`config.mk`:
```
export PLATFORM = sky130hd
export DESIGN_NAME = ssif_rnd_sat
export DESIGN_NICKNAME = d
export VERILOG_FILES = /design/src/design/ssif_pkg.sv /design/src/design/ssif_rnd_sat.sv
export SDC_FILE = /design/constraint.sdc
export NUM_CORES = 1
export LEC_CHECK = 0
export BUFFER_PORTS_ARGS = -buffer_cell sky130_fd_sc_hd__buf_2
export CORE_ASPECT_RATIO = 1.4
export CORE_UTILIZATION = 40
export DETAILED_ROUTE_END_ITERATION = 10
export PLACE_DENSITY = 0.8
export SYNTH_ARGS = -nofsm -noshare
export SYNTH_HDL_FRONTEND = slang
export SYNTH_SLANG_ARGS = --single-unit
```
`constraint.sdc`:
```
create_clock -name vclk -period 2.2
set_clock_uncertainty 0.2 [all_clocks]
set_input_delay 0.11 -clock vclk [all_inputs]
set_output_delay 0.11 -clock vclk [all_outputs]
set_load 0.01 [all_outputs]
```
`src/design/ssif_pkg.sv`:
```
// Package for the state-space IIR filter.
// Field widths, fixed-point constants, opcodes and the cell control struct.
// No dependencies.
package ssif_pkg;

    localparam int COEF_W    = 18;
    localparam int STATE_W   = 40;
    localparam int FRAC_W    = 14;
    localparam int SAMPLE_W  = 16;
    localparam int OUT_W     = 32;
    localparam int IDX_W     = 1;
    localparam int PDATA_W   = 32;
    localparam int ORDER_DEF = 2;

    // coef * state, exact
    localparam int PROD_W = COEF_W + STATE_W;

    typedef enum logic [0:0] {
        OP_LOAD   = 1'b0,
        OP_SAMPLE = 1'b1
    } t_opcode;

    typedef struct packed {
        logic shift;
        logic load;
    } t_cell_ctrl;

endpackage

```
`src/design/ssif_rnd_sat.sv`:
```
// Round half up from 14 fraction bits and saturate to RES_W bits.
// Depends on ssif_pkg.
module ssif_rnd_sat
    import ssif_pkg::*;
#(
    parameter int IN_W   = 60,
    parameter int RES_W  = 40
) (
    input  logic signed [IN_W-1:0]  i_acc,
    output logic signed [RES_W-1:0] o_val
);

    localparam int SUM_W = IN_W + 1;
    localparam int SH_W  = SUM_W - FRAC_W;

    logic signed [SUM_W-1:0] w_sum;
    logic signed [SH_W-1:0]  w_sh;
    logic                    w_ovf;

    assign w_sum = SUM_W'(i_acc) + SUM_W'(1 << (FRAC_W - 1));
    assign w_sh  = w_sum[SUM_W-1:FRAC_W];
    // fits when every bit above the result's sign bit matches it
    assign w_ovf = !((&w_sh[SH_W-1:RES_W-1]) || !(|w_sh[SH_W-1:RES_W-1]));

    always_comb begin
        if (!w_ovf) begin
            o_val = w_sh[RES_W-1:0];
        end else if (w_sh[SH_W-1]) begin
            o_val = {1'b1, {(RES_W-1){1'b0}}};
        end else begin
            o_val = {1'b0, {(RES_W-1){1'b1}}};
        end
    end

endmodule

```
Word-level counts from Yosys, hierarchy flattened
Index checks and enable logic that the tools add are counted.
Word-level totals
  logic and storage cells: 7
  input bits: 60
  output and inout bits: 40
  register bits: 0
Operators by class
  add/subtract/negate cells: 1
  reductions and logical operators: 4
  muxes and demuxes: 2
Operator list (count)
  $mux W40: 2
  $add A60 B15 Y61 const B: 1
  $reduce_and A8 Y1: 1
  $reduce_or A8 Y1: 1
  $logic_not A1 Y1: 1
  $logic_or A1 B1 Y1: 1

Logic depth before layout (Yosys ltp)
  depth in word-level cells: 5
  mapped depth: 11

Worst setup path after synthesis
No wires, ideal clock.
  kind: input-to-output
  from: input i_acc[13]
  to: output o_val[10]
  data arrival time: 2013 ps
  stages on the path: 10
  buffers on the path: 2
  setup slack: -123 ps
  cell sequence: ha_1 -> and3_1 -> clkbuf_1 -> nand3_1 -> nor4_4 -> xnor2_1 -> and4b_1 -> a31oi_1 -> clkbuf_1 -> o21ai_0
Between the ends
  longest elaborated chain between the ends: 5
  elaborated cells on any way between the ends: 7
  classes of those cells: add/sub: 1; mux: 2; reduce/logical: 4
RTL lines
  start: declaration: line ssif_rnd_sat.sv:9  | input logic signed [IN_W-1:0] i_acc,
  $add A60 B15 Y61 *: line ssif_rnd_sat.sv:20  | assign w_sum = SUM_W'(i_acc) + SUM_W'(1 << (FRAC_W - 1));
  $reduce_or A8 Y1: line ssif_rnd_sat.sv:23  | assign w_ovf = !((&w_sh[SH_W-1:RES_W-1]) || !(|w_sh[SH_W-1:RES_W-1]));
  $logic_not A1 Y1: line ssif_rnd_sat.sv:23
  $logic_or A1 B1 Y1: line ssif_rnd_sat.sv:23
  $mux W40 *: line ssif_rnd_sat.sv:26  | if (!w_ovf) begin
  end: declaration: line ssif_rnd_sat.sv:10  | output logic signed [RES_W-1:0] o_val
Mark *: on every way between the ends. The rest lies on a longest branch, timed or not.

Worst setup path after layout
  from: input i_acc[48]
  to: output o_val[4]
Same word-level chain as after synthesis.

==> metrics.txt <==
initial antenna violation count=0; most frequent cells in the layout=buf_2 (82), buf_4 (78), o21ai_2 (23), xor2_1 (23), nand2_1 (22); Setup WS pre-CTS=-346 ps; worst hold stages=4; largest cells by area after synthesis=xor2_1 (13%), o21ai_2 (12%), xnor2_1 (12%); crit-path max FO=20; Buffers on Ports=87; post-synth cell types=38; Final #Nets=443; ratio of final minimum period to clock period=119%; sw frac=a little under 50%; crit start category=input port; post-DP HPWL=4590 um; Avg WL per Cell=about 17 um; Crit path max-delay family=simple AND/OR/NAND/NOR gates; Synth Area in Adders=0.837%; worst setup path category=in -> out; DR DRC count=0; final worst setup slack=-413 ps; Synth Area in Compound Gates=between 20% and 30%; Via density=5.78; Pwr Density=165 mW/mm^2; Placement Rows=25; leading cell type in the layout, fill and taps excluded=buf_2; Area growth, synth to finish=94.1%; post-route ant nets=0; slowest CP cell=or4_4; setup TNS=-15010 ps; fmax=around 380 MHz; Total Power=0.479 mW; core area=0.00347 mm^2; pin count of the biggest net entering global routing=21; final setup violation count=39; seq_cells=0; Most common cell on crit path=buf_2; Synth top area share=13.5%; post-route core utilization=between 80% and 90%; Final Slew Violations=0; routability cong.=0.929; Worst slew margin=65.1%; Worst Hold End=o_val[22]; share of power burned in registers=0%; Hold Buf Count CTS=0; final hold violations=0; Seq/Total Area, Yosys=0%; slowest stage delay, CP=530 ps; design area=between 0.002 and 0.003 mm^2; failing checks=negative setup slack; maximum VDD drop=roughly 0.11 mV; switching power=0.237 mW; main combinational cell family by area after synthesis=simple AND/OR/NAND/NOR gates; mux share of post-synthesis cell area=0%; die height=74.3 um; syn_area_per_cell=roughly 7 um^2; combinational power share=100.0%; status=complete, but fails checks; first-pass GRT wire length=9110 um; Worst Path Required=approximately 1900 ps; Reg area=0 um^2; cell chain of the critical path=buf_2 -> and4_1 -> nand2_1 -> or4_4 -> or3_1 -> o31ai_2 -> a41o_4 -> buf_12 -> o21ai_1 -> buf_2; TritonRoute pass-1 iters=4; Final min period=between 2000 and 3000 ps; Worst Tran Pin Value=519 ps; Initial Util=a little over two fifths; Pint=0.242 mW; Post-Synth XOR/XNOR Area=25.8%; CP Buf/Inv Count=3; fraction of the mapped netlist area in simple logic gates=42.8%; layout cells sized above 1=61.8%; LEAKAGE=roughly 1.3 nW; worst hold path type=in -> out; Clock buffer cells=0; Overall Global Routing Usage=29.9%; via count=2426; yosys warns=0; area leader, netlist=xor2_1; Crit. End Element=primary output; max_cap viols=0; clock network fraction of design power=0%; n_diodes=0; mapped cell area=0.00150 mm^2; RSZ-0062 raised after global routing=yes; routed wire length=7240 um; area of the die=~0.0040 mm^2; io pins=100; crit path DAT=2300 ps; vias in the first global route=2238; Die Span X=53.7 um; iteration-0 DRC count of the detailed router=81; HP Start=i_acc[36]; Post-Syn Instances=around 220; Placement Cell Area=around 0.0026 mm^2; grt total ovfl=0; Syn Nets=276
==> Yosys cell counts, types with 2 or more instances <==
cell	n
a31oi_1	2
and4_1	8
nand3_1	17
o21ai_0	18
o21ai_2	21
or3_1	2
and2_1	5
nor3_1	4
nand2_1	23
xnor2_1	21
nor2_1	9
or4_1	2
buf_4	3
buf_2	3
nor4_1	2
inv_1	5
nor4_2	2
nand4_1	11
and3_1	10
xor2_1	23
and4_4	2
buf_6	3
or4_4	2
clkbuf_1	3
==> through the flow <==
stage / hold slack [ps] / std cells
after floorplan: 140 / 215
after global placement: 400 / 409
after global routing: 485 / 420
final: 465 / 420
after CTS: 410 / 415
after detailed placement: 410 / 409
==> final cells by class <==
cell class / count / area [um^2]
fillers: 200 / 569
well taps: 40 / 50.0
multi-input cells: 198 / 1560
repair buffers: 177 / 1270
inverters: 5 / 18.8
==> power by group through the flow <==
stage / clock [mW] / sequential [mW] / combinational (mW)
2_1_floorplan: 0 / 0 / 0.171
3_3_place_gp: 0 / 0 / 0.385
3_5_place_dp: 0 / 0 / 0.396
4_1_cts: 0 / 0 / 0.432
5_1_grt: 0 / 0 / 0.508
6_report: 0 / 0 / 0.479
==> how the worst max path moves through the flow <==
stage              start   endpoint  slack [ps]  cells after the start
6_report       i_acc[48]   o_val[4]        -410                     10
5_1_grt        i_acc[45]   o_val[4]        -450                     14
4_1_cts        i_acc[44]   o_val[1]        -270                     11
3_5_place_dp   i_acc[13]   o_val[1]        -350                     11
3_3_place_gp   i_acc[25]  o_val[22]        -280                     10
2_1_floorplan  i_acc[13]  o_val[19]           1                     11
==> kinds of logic (layout without fill, tap and decap cells) <==
kind of cell             Yosys count  after routing
adder cells (fa/ha/maj)            1              1
buffers and inverters             18            182
AND/OR/NAND/NOR                  105            106
XOR/XNOR                          44             44
AO/OA/AOI/OAI                     47             47
==> layer usage <==
| metal | global-route usage [%] | vias up | share of wire [%] |
|---|---|---|---|
| met5 | 0 | - | 0 |
| met4 | 9.65 | 0 | 4.3 |
| met3 | 2.25 | 36 | 5.7 |
| met2 | 65.0 | 134 | 55 |
| met1 | 26.4 | 1126 | 35 |
| li1 | - | 1130 | - |
==> repair_timing <==
| item | CTS | global route |
|---|---|---|
| gates resized for setup | 39 | 28 |
| setup endpoints to repair | 39 | 39 |
| buffers inserted | 4 | 2 |
| pin swaps | 6 | 28 |
| cloned | 2 | 3 |
Power figures use the tool's default switching activity.
