### src/design/ssif_pkg.sv
// Package for the state-space IIR filter.
// Field widths, fixed-point constants, opcodes and the cell control struct.
// No dependencies.
package ssif_pkg;

    localparam int COEF_W    = 18;
    localparam int STATE_W   = 40;
    localparam int FRAC_W    = 14;
    localparam int SAMPLE_W  = 16;
    localparam int OUT_W     = 32;
    localparam int IDX_W     = 1;
    localparam int PDATA_W   = 32;
    localparam int ORDER_DEF = 2;

    // coef * state, exact
    localparam int PROD_W = COEF_W + STATE_W;

    typedef enum logic [0:0] {
        OP_LOAD   = 1'b0,
        OP_SAMPLE = 1'b1
    } t_opcode;

    typedef struct packed {
        logic shift;
        logic load;
    } t_cell_ctrl;

endpackage

### src/design/ssif_cell.sv
// One state element of the filter: holds x_i, adds its numerator product to
// y and subtracts its denominator product from feedback. Depends on ssif_pkg.
module ssif_cell
    import ssif_pkg::*;
#(
    parameter int ACC_W = 60
) (
    input  logic                      i_clk,
    input  logic                      i_rst_n,
    input  t_cell_ctrl                i_ctrl,
    input  logic signed [STATE_W-1:0] i_load_value,
    input  logic signed [STATE_W-1:0] i_up_state,
    input  logic signed [COEF_W-1:0]  i_num_coef,
    input  logic signed [COEF_W-1:0]  i_den_coef,
    input  logic signed [ACC_W-1:0]   i_acc_y,
    input  logic signed [ACC_W-1:0]   i_acc_fb,
    output logic signed [ACC_W-1:0]   o_acc_y,
    output logic signed [ACC_W-1:0]   o_acc_fb,
    output logic signed [STATE_W-1:0] o_state
);

    logic signed [STATE_W-1:0] r_state;
    logic signed [STATE_W-1:0] n_state;
    logic signed [PROD_W-1:0]  w_num_prod;
    logic signed [PROD_W-1:0]  w_den_prod;

    assign w_num_prod = i_num_coef * r_state;
    assign w_den_prod = i_den_coef * r_state;

    assign o_acc_y  = i_acc_y + ACC_W'(w_num_prod);
    assign o_acc_fb = i_acc_fb - ACC_W'(w_den_prod);
    assign o_state  = r_state;

    always_comb begin
        n_state = r_state;
        if (i_ctrl.load) begin
            n_state = i_load_value;
        end else if (i_ctrl.shift) begin
            n_state = i_up_state;
        end
    end

    always_ff @(posedge i_clk) begin
        if (!i_rst_n) begin
            r_state <= '0;
        end else begin
            r_state <= n_state;
        end
    end

endmodule

### config.mk
export PLATFORM = sky130hd
export DESIGN_NAME = ssif_cell
export DESIGN_NICKNAME = d
export VERILOG_FILES = /design/src/design/ssif_pkg.sv /design/src/design/ssif_cell.sv
export SDC_FILE = /design/constraint.sdc
export NUM_CORES = 2
export LEC_CHECK = 0
export ABC_AREA = 1
export BUFFER_PORTS_ARGS = -buffer_cell sky130_fd_sc_hd__buf_2
export CORE_UTILIZATION = 45
export CTS_BUF_LIST = sky130_fd_sc_hd__clkbuf_4
export DETAILED_ROUTE_END_ITERATION = 6
export PLACE_DENSITY = 0.63
export SYNTH_ARGS = -nofsm -noshare
export SYNTH_HDL_FRONTEND = slang
export SYNTH_SLANG_ARGS = --single-unit
export TNS_END_PERCENT = 30
### constraint.sdc
create_clock -name i_clk -period 11.4 [get_ports i_clk]
set_input_delay 1.71 -clock i_clk [delete_from_list [all_inputs] [get_ports i_clk]]
set_output_delay 1.71 -clock i_clk [all_outputs]
set_load 0.01 [all_outputs]
* Word level (Yosys, flattened, before mapping)
Index checks and enable logic that the tools add are counted.
** Storage, ports and cells
- Register bits after elaboration :: 40
- Latch bits :: 0
- RAM bits :: 0
- ROM bits :: 0
- Input port bits :: 240
- Output and inout bits :: 160
- Logic and storage cells :: 8
- Memories :: 0
** Cells by class
- Add/subtract/negate cells :: 2
- $mul :: 2
- Divide/modulo/power cells :: 0
- Magnitude comparators :: 0
- Eq/ne operators :: 0
- Shift-type cells :: 0
- Muxes and demuxes :: 2
- Bitwise gates (word level) :: 0
- Reduce and logical (&&, ||, !) cells :: 1
** Operators with widths (count)
- multiplier 18 x 40 -> 58 bit :: 2
- 2-to-1 mux 40 bit :: 2
- adder 60 x 58 -> 60 bit :: 1
- subtractor 60 x 58 -> 60 bit :: 1
- nonzero test 2 bit :: 1

* Longest topological paths before layout
- Depth in word-level cells :: 2
- Gate-level depth with buffers :: 31
- Depth with buffers taken out :: 29

* Worst setup path before layout
OpenSTA, ideal clock, no wires.
- Path type :: input to output
- Start point :: input port i_den_coef[1]
- End point :: output port o_acc_fb[55]
- Arrival :: 7.472 ns
- Data required time :: 9.690 ns
- Slack :: 2.218 ns
- Stages on the path :: 25
- Path buffers :: 1
- Cell sequence :: clkbuf_1 nand2_1 inv_1 fa_1 fa_1 inv_1 fa_1 inv_1 fa_1 inv_1 fa_1 inv_1 fa_1 inv_1 fa_1 ha_1 nand2_1 nor2_1 nand2_1 nor2_1 and3_1 nand2_1 nand2_1 nand2_1 nand2_1
** On the way
- Cells in the longest elaborated chain, start to end :: 2
** Ends and longest elaborated chain
- from (decl) :: RTL line ssif_cell.sv:14 : input logic signed [COEF_W-1:0] i_den_coef,
- multiplier 18 x 40 -> 58 bit :: RTL line ssif_cell.sv:28 : assign w_den_prod = i_den_coef * r_state;
- subtractor 60 x 58 -> 60 bit :: RTL line ssif_cell.sv:31 : assign o_acc_fb = i_acc_fb - ACC_W'(w_den_prod);
- to (decl) :: RTL line ssif_cell.sv:18 : output logic signed [ACC_W-1:0] o_acc_fb,
No other way between the ends.

* Worst setup path in the final report
- Start point :: input port i_num_coef[0]
- End point :: output port o_acc_y[57]
** On the way
- Cells in the longest elaborated chain, start to end :: 2
** Ends and longest elaborated chain
- from (decl) :: RTL line ssif_cell.sv:13 : input logic signed [COEF_W-1:0] i_num_coef,
- multiplier 18 x 40 -> 58 bit :: RTL line ssif_cell.sv:27 : assign w_num_prod = i_num_coef * r_state;
- adder 60 x 58 -> 60 bit :: RTL line ssif_cell.sv:30 : assign o_acc_y = i_acc_y + ACC_W'(w_num_prod);
- to (decl) :: RTL line ssif_cell.sv:17 : output logic signed [ACC_W-1:0] o_acc_y,
No other way between the ends.

==> impl_metrics.json <==
{
  "start_kind": "primary input",
  "hp-class": "flip-flop to flip-flop",
  "die_area_sq_um": 134000,
  "syn_area_sq_um": 59400,
  "cts.sinks": 40,
  "skew_ps": 0,
  "cts-resized-gates": 0,
  "hold_violations": 0,
  "tightest_slew_ps": 1310,
  "r2r-start": "o_state[32]",
  "fp.dieW_um": 365,
  "filler_cell_count": 13100,
  "period_needed_ps": 10330,
  "worstPathMaxFanout": 23,
  "setup_violations": 0,
  "io_pins": 400,
  "routedWlPerCell_um": 18.2,
  "dr.pass1.iters": 5,
  "num_vias": 48800,
  "ys_ff_latch": 40,
  "slew_headroom_pct": 12.3,
  "status": "completed",
  "grt_usage_pct": 28.1,
  "tritoncts": "done",
  "syn_nets": 10100,
  "ys.flop_type": "dfxtp_1",
  "fp-row-count": 132,
  "rr_endpoint": "o_state[32]",
  "yosys.cell_types.count": 37,
  "path_cells": "buf_2 -> nand2_1 -> inv_1 -> fa_1 -> fa_1 -> fa_1 -> fa_1 -> inv_1 -> fa_1 -> inv_1 -> fa_1 -> ha_1 -> ha_1 -> nand2_2 -> nor2_1 -> nand2_1 -> inv_1 -> nand2_1 -> nor3_1 -> nand2_1 -> nand3_1 -> nand2_1 -> nand2_1 -> buf_2",
  "grt.overflow.total": 0,
  "clock_path_buffers": 2,
  "worstPathArrival_ps": 8620,
  "core_area_sq_um": 130000,
  "netlist_instances": 8069,
  "synthTopCellsByArea": "fa_1, inv_1, nand2_1",
  "synth_edf_count": 0,
  "synth_top_area_cell": "fa_1",
  "mostFrequentLayoutCells": "inv_1, nand2_1, fa_1, buf_2, ha_1",
  "synth-seq-area-share_pct": 1.35,
  "crit_type": "primary input to output pin",
  "dp_hpwl_um": 156000,
  "setup_tns_ps": 0,
  "place_congestion": 0.987,
  "port_buffers": 399,
  "largest_reg_flops": 40,
  "slew_violations": 0,
  "route.detailed.drc": 0,
  "grt_pass1_wl_um": 288000,
  "drive_above_1_share_pct": 7.56,
  "die_h_um": 365,
  "final_common_cell": "inv_1",
  "cts_hold_buf": 0,
  "cts-htree-levels": 2,
  "crit_buf_inv": 6,
  "grt_pass1_vias": 51900,
  "crit_path_end": "o_acc_y[57]",
  "antenna_found_initial": 23,
  "layout.nets": 10300,
  "rrSetupSlack_ps": 9330,
  "numCtsBuffers": 5,
  "cp-startpoint": "i_num_coef[0]",
  "ant_nets": 0,
  "crit_family": "adder cells",
  "viasPerCell": 4.89,
  "start_util_pct": 45.6,
  "max_stage_delay_ps": 1190,
  "period_share_pct": 90.7,
  "avgSynthCellArea_sq_um": 7.37,
  "synth_warnings": 0,
  "yosysTopAreaCellShare_pct": 50.3,
  "synthArstFlopShare_pct": 0,
  "critPathRequiredTime_ps": 9690,
  "ff2ff_path_depth": 5,
  "cp_slowest_cell": "fa_1",
  "clock-root-buffer": "clkbuf_4",
  "grt_setup_unrepaired": "no",
  "end_kind": "output pin",
  "timing.hold.ws_ps": 625,
  "fmax_mhz": 96.8,
  "grt_max_degree": 57,
  "drtIter0Drc": 3286,
  "clk_pin_slew_ps": 120,
  "clk_latency_ps": 360,
  "cp.depth": 24,
  "post_cts_buffers": 0,
  "cap_violations": 0,
  "drt-total-wl_um": 182000,
  "area_growth_pct": 6.11
}
==> cell type report <==
class | count | area [sq um] | share of cell area, %
Inverter | 2621 | 9840 | 15.6
Tap cell | 1742 | 2180 | 3.46
Sequential cell | 40 | 822 | 1.30
Clock inverter | 2 | 11.3 | 0.0179
Antenna cell | 10 | 25.0 | 0.0397
Clock buffer | 6 | 45.0 | 0.0714
Timing Repair Buffer | 474 | 2580 | 4.10
Multi-Input combinational cell | 5082 | 47600 | 75.4
==> how the worst min path moves through the flow <==
stage	cells after the start	startpoint	end
after global routing	4	o_state[25]	o_state[25]
after global placement	4	o_state[25]	o_state[25]
after CTS	4	o_state[25]	o_state[25]
after floorplan	5	o_state[0]	o_state[0]
final	4	o_state[25]	o_state[25]
after detailed placement	4	o_state[25]	o_state[25]
==> cell families (layout without fill, tap and decap cells) <==
| logic type | count (synthesis) | count (layout) | share of synthesized area, % |
|---|---|---|---|
| AOI/OAI and AO/OA | 203 | 203 | 1.91 |
| adders and majority gates | 1801 | 1801 | 56.8 |
| and+or+nand+nor | 3009 | 3009 | 20.3 |
| xor gates and xnor gates | 69 | 69 | 1.02 |
| buffers and inverters | 2947 | 3103 | 18.6 |
| DFF | 40 | 40 | 1.35 |
| other | 0 | 10 | 0 |
==> per-layer routing <==
layer	vias up	global-route usage (%)	routed length, um	share of wire [%]
met1	24300	37.5	75700	42
li1	22500	-	-	-
met2	1665	47.0	86600	48
met5	-	0	37	0.020
met3	311	4.38	13500	7.4
met4	6	8.50	5870	3.2
==> worst min-delay path, cell delays in order (launching register included) <==
cell,delay [ps]
dfxtp_1,360
inv_1,60
o211ai_1,90
nand2_1,60
inv_1,30
==> stage by stage <==
stage / util [%] / area (sq um) / setup WS, ps / instances
after detailed placement: 48.3 / 63000 / 1060 / 9959
after CTS: 48.4 / 63100 / 1050 / 9967
after global placement: 48.3 / 63000 / 1080 / 9959
final: 48.4 / 63100 / 1070 / 9977
after global routing: 48.4 / 63100 / 652 / 9977
after floorplan: - / 59400 / 2220 / 8069
==> cells in the mapped netlist (3+ instances only) <==
cell type / count
inv_1: 2614
nand2_1: 2451
fa_1: 1493
ha_1: 308
clkbuf_1: 238
nor2_1: 210
nand3_1: 144
a21oi_1: 105
buf_1: 82
xor2_1: 57
o21ai_0: 51
nand4_1: 45
nor2_2: 45
dfxtp_1: 40
nand2_2: 40
o211ai_1: 26
nor3_1: 17
o21bai_1: 16
nand3_2: 14
xnor2_1: 12
and3_1: 10
nor2_4: 8
nor4_1: 8
inv_2: 6
buf_2: 5
nand3b_1: 5
nor3_2: 5
o21a_1: 3
or2_2: 3
Power is not shown: default switching activity piles up to over one toggle a cycle in this logic, so the estimate is an artifact.
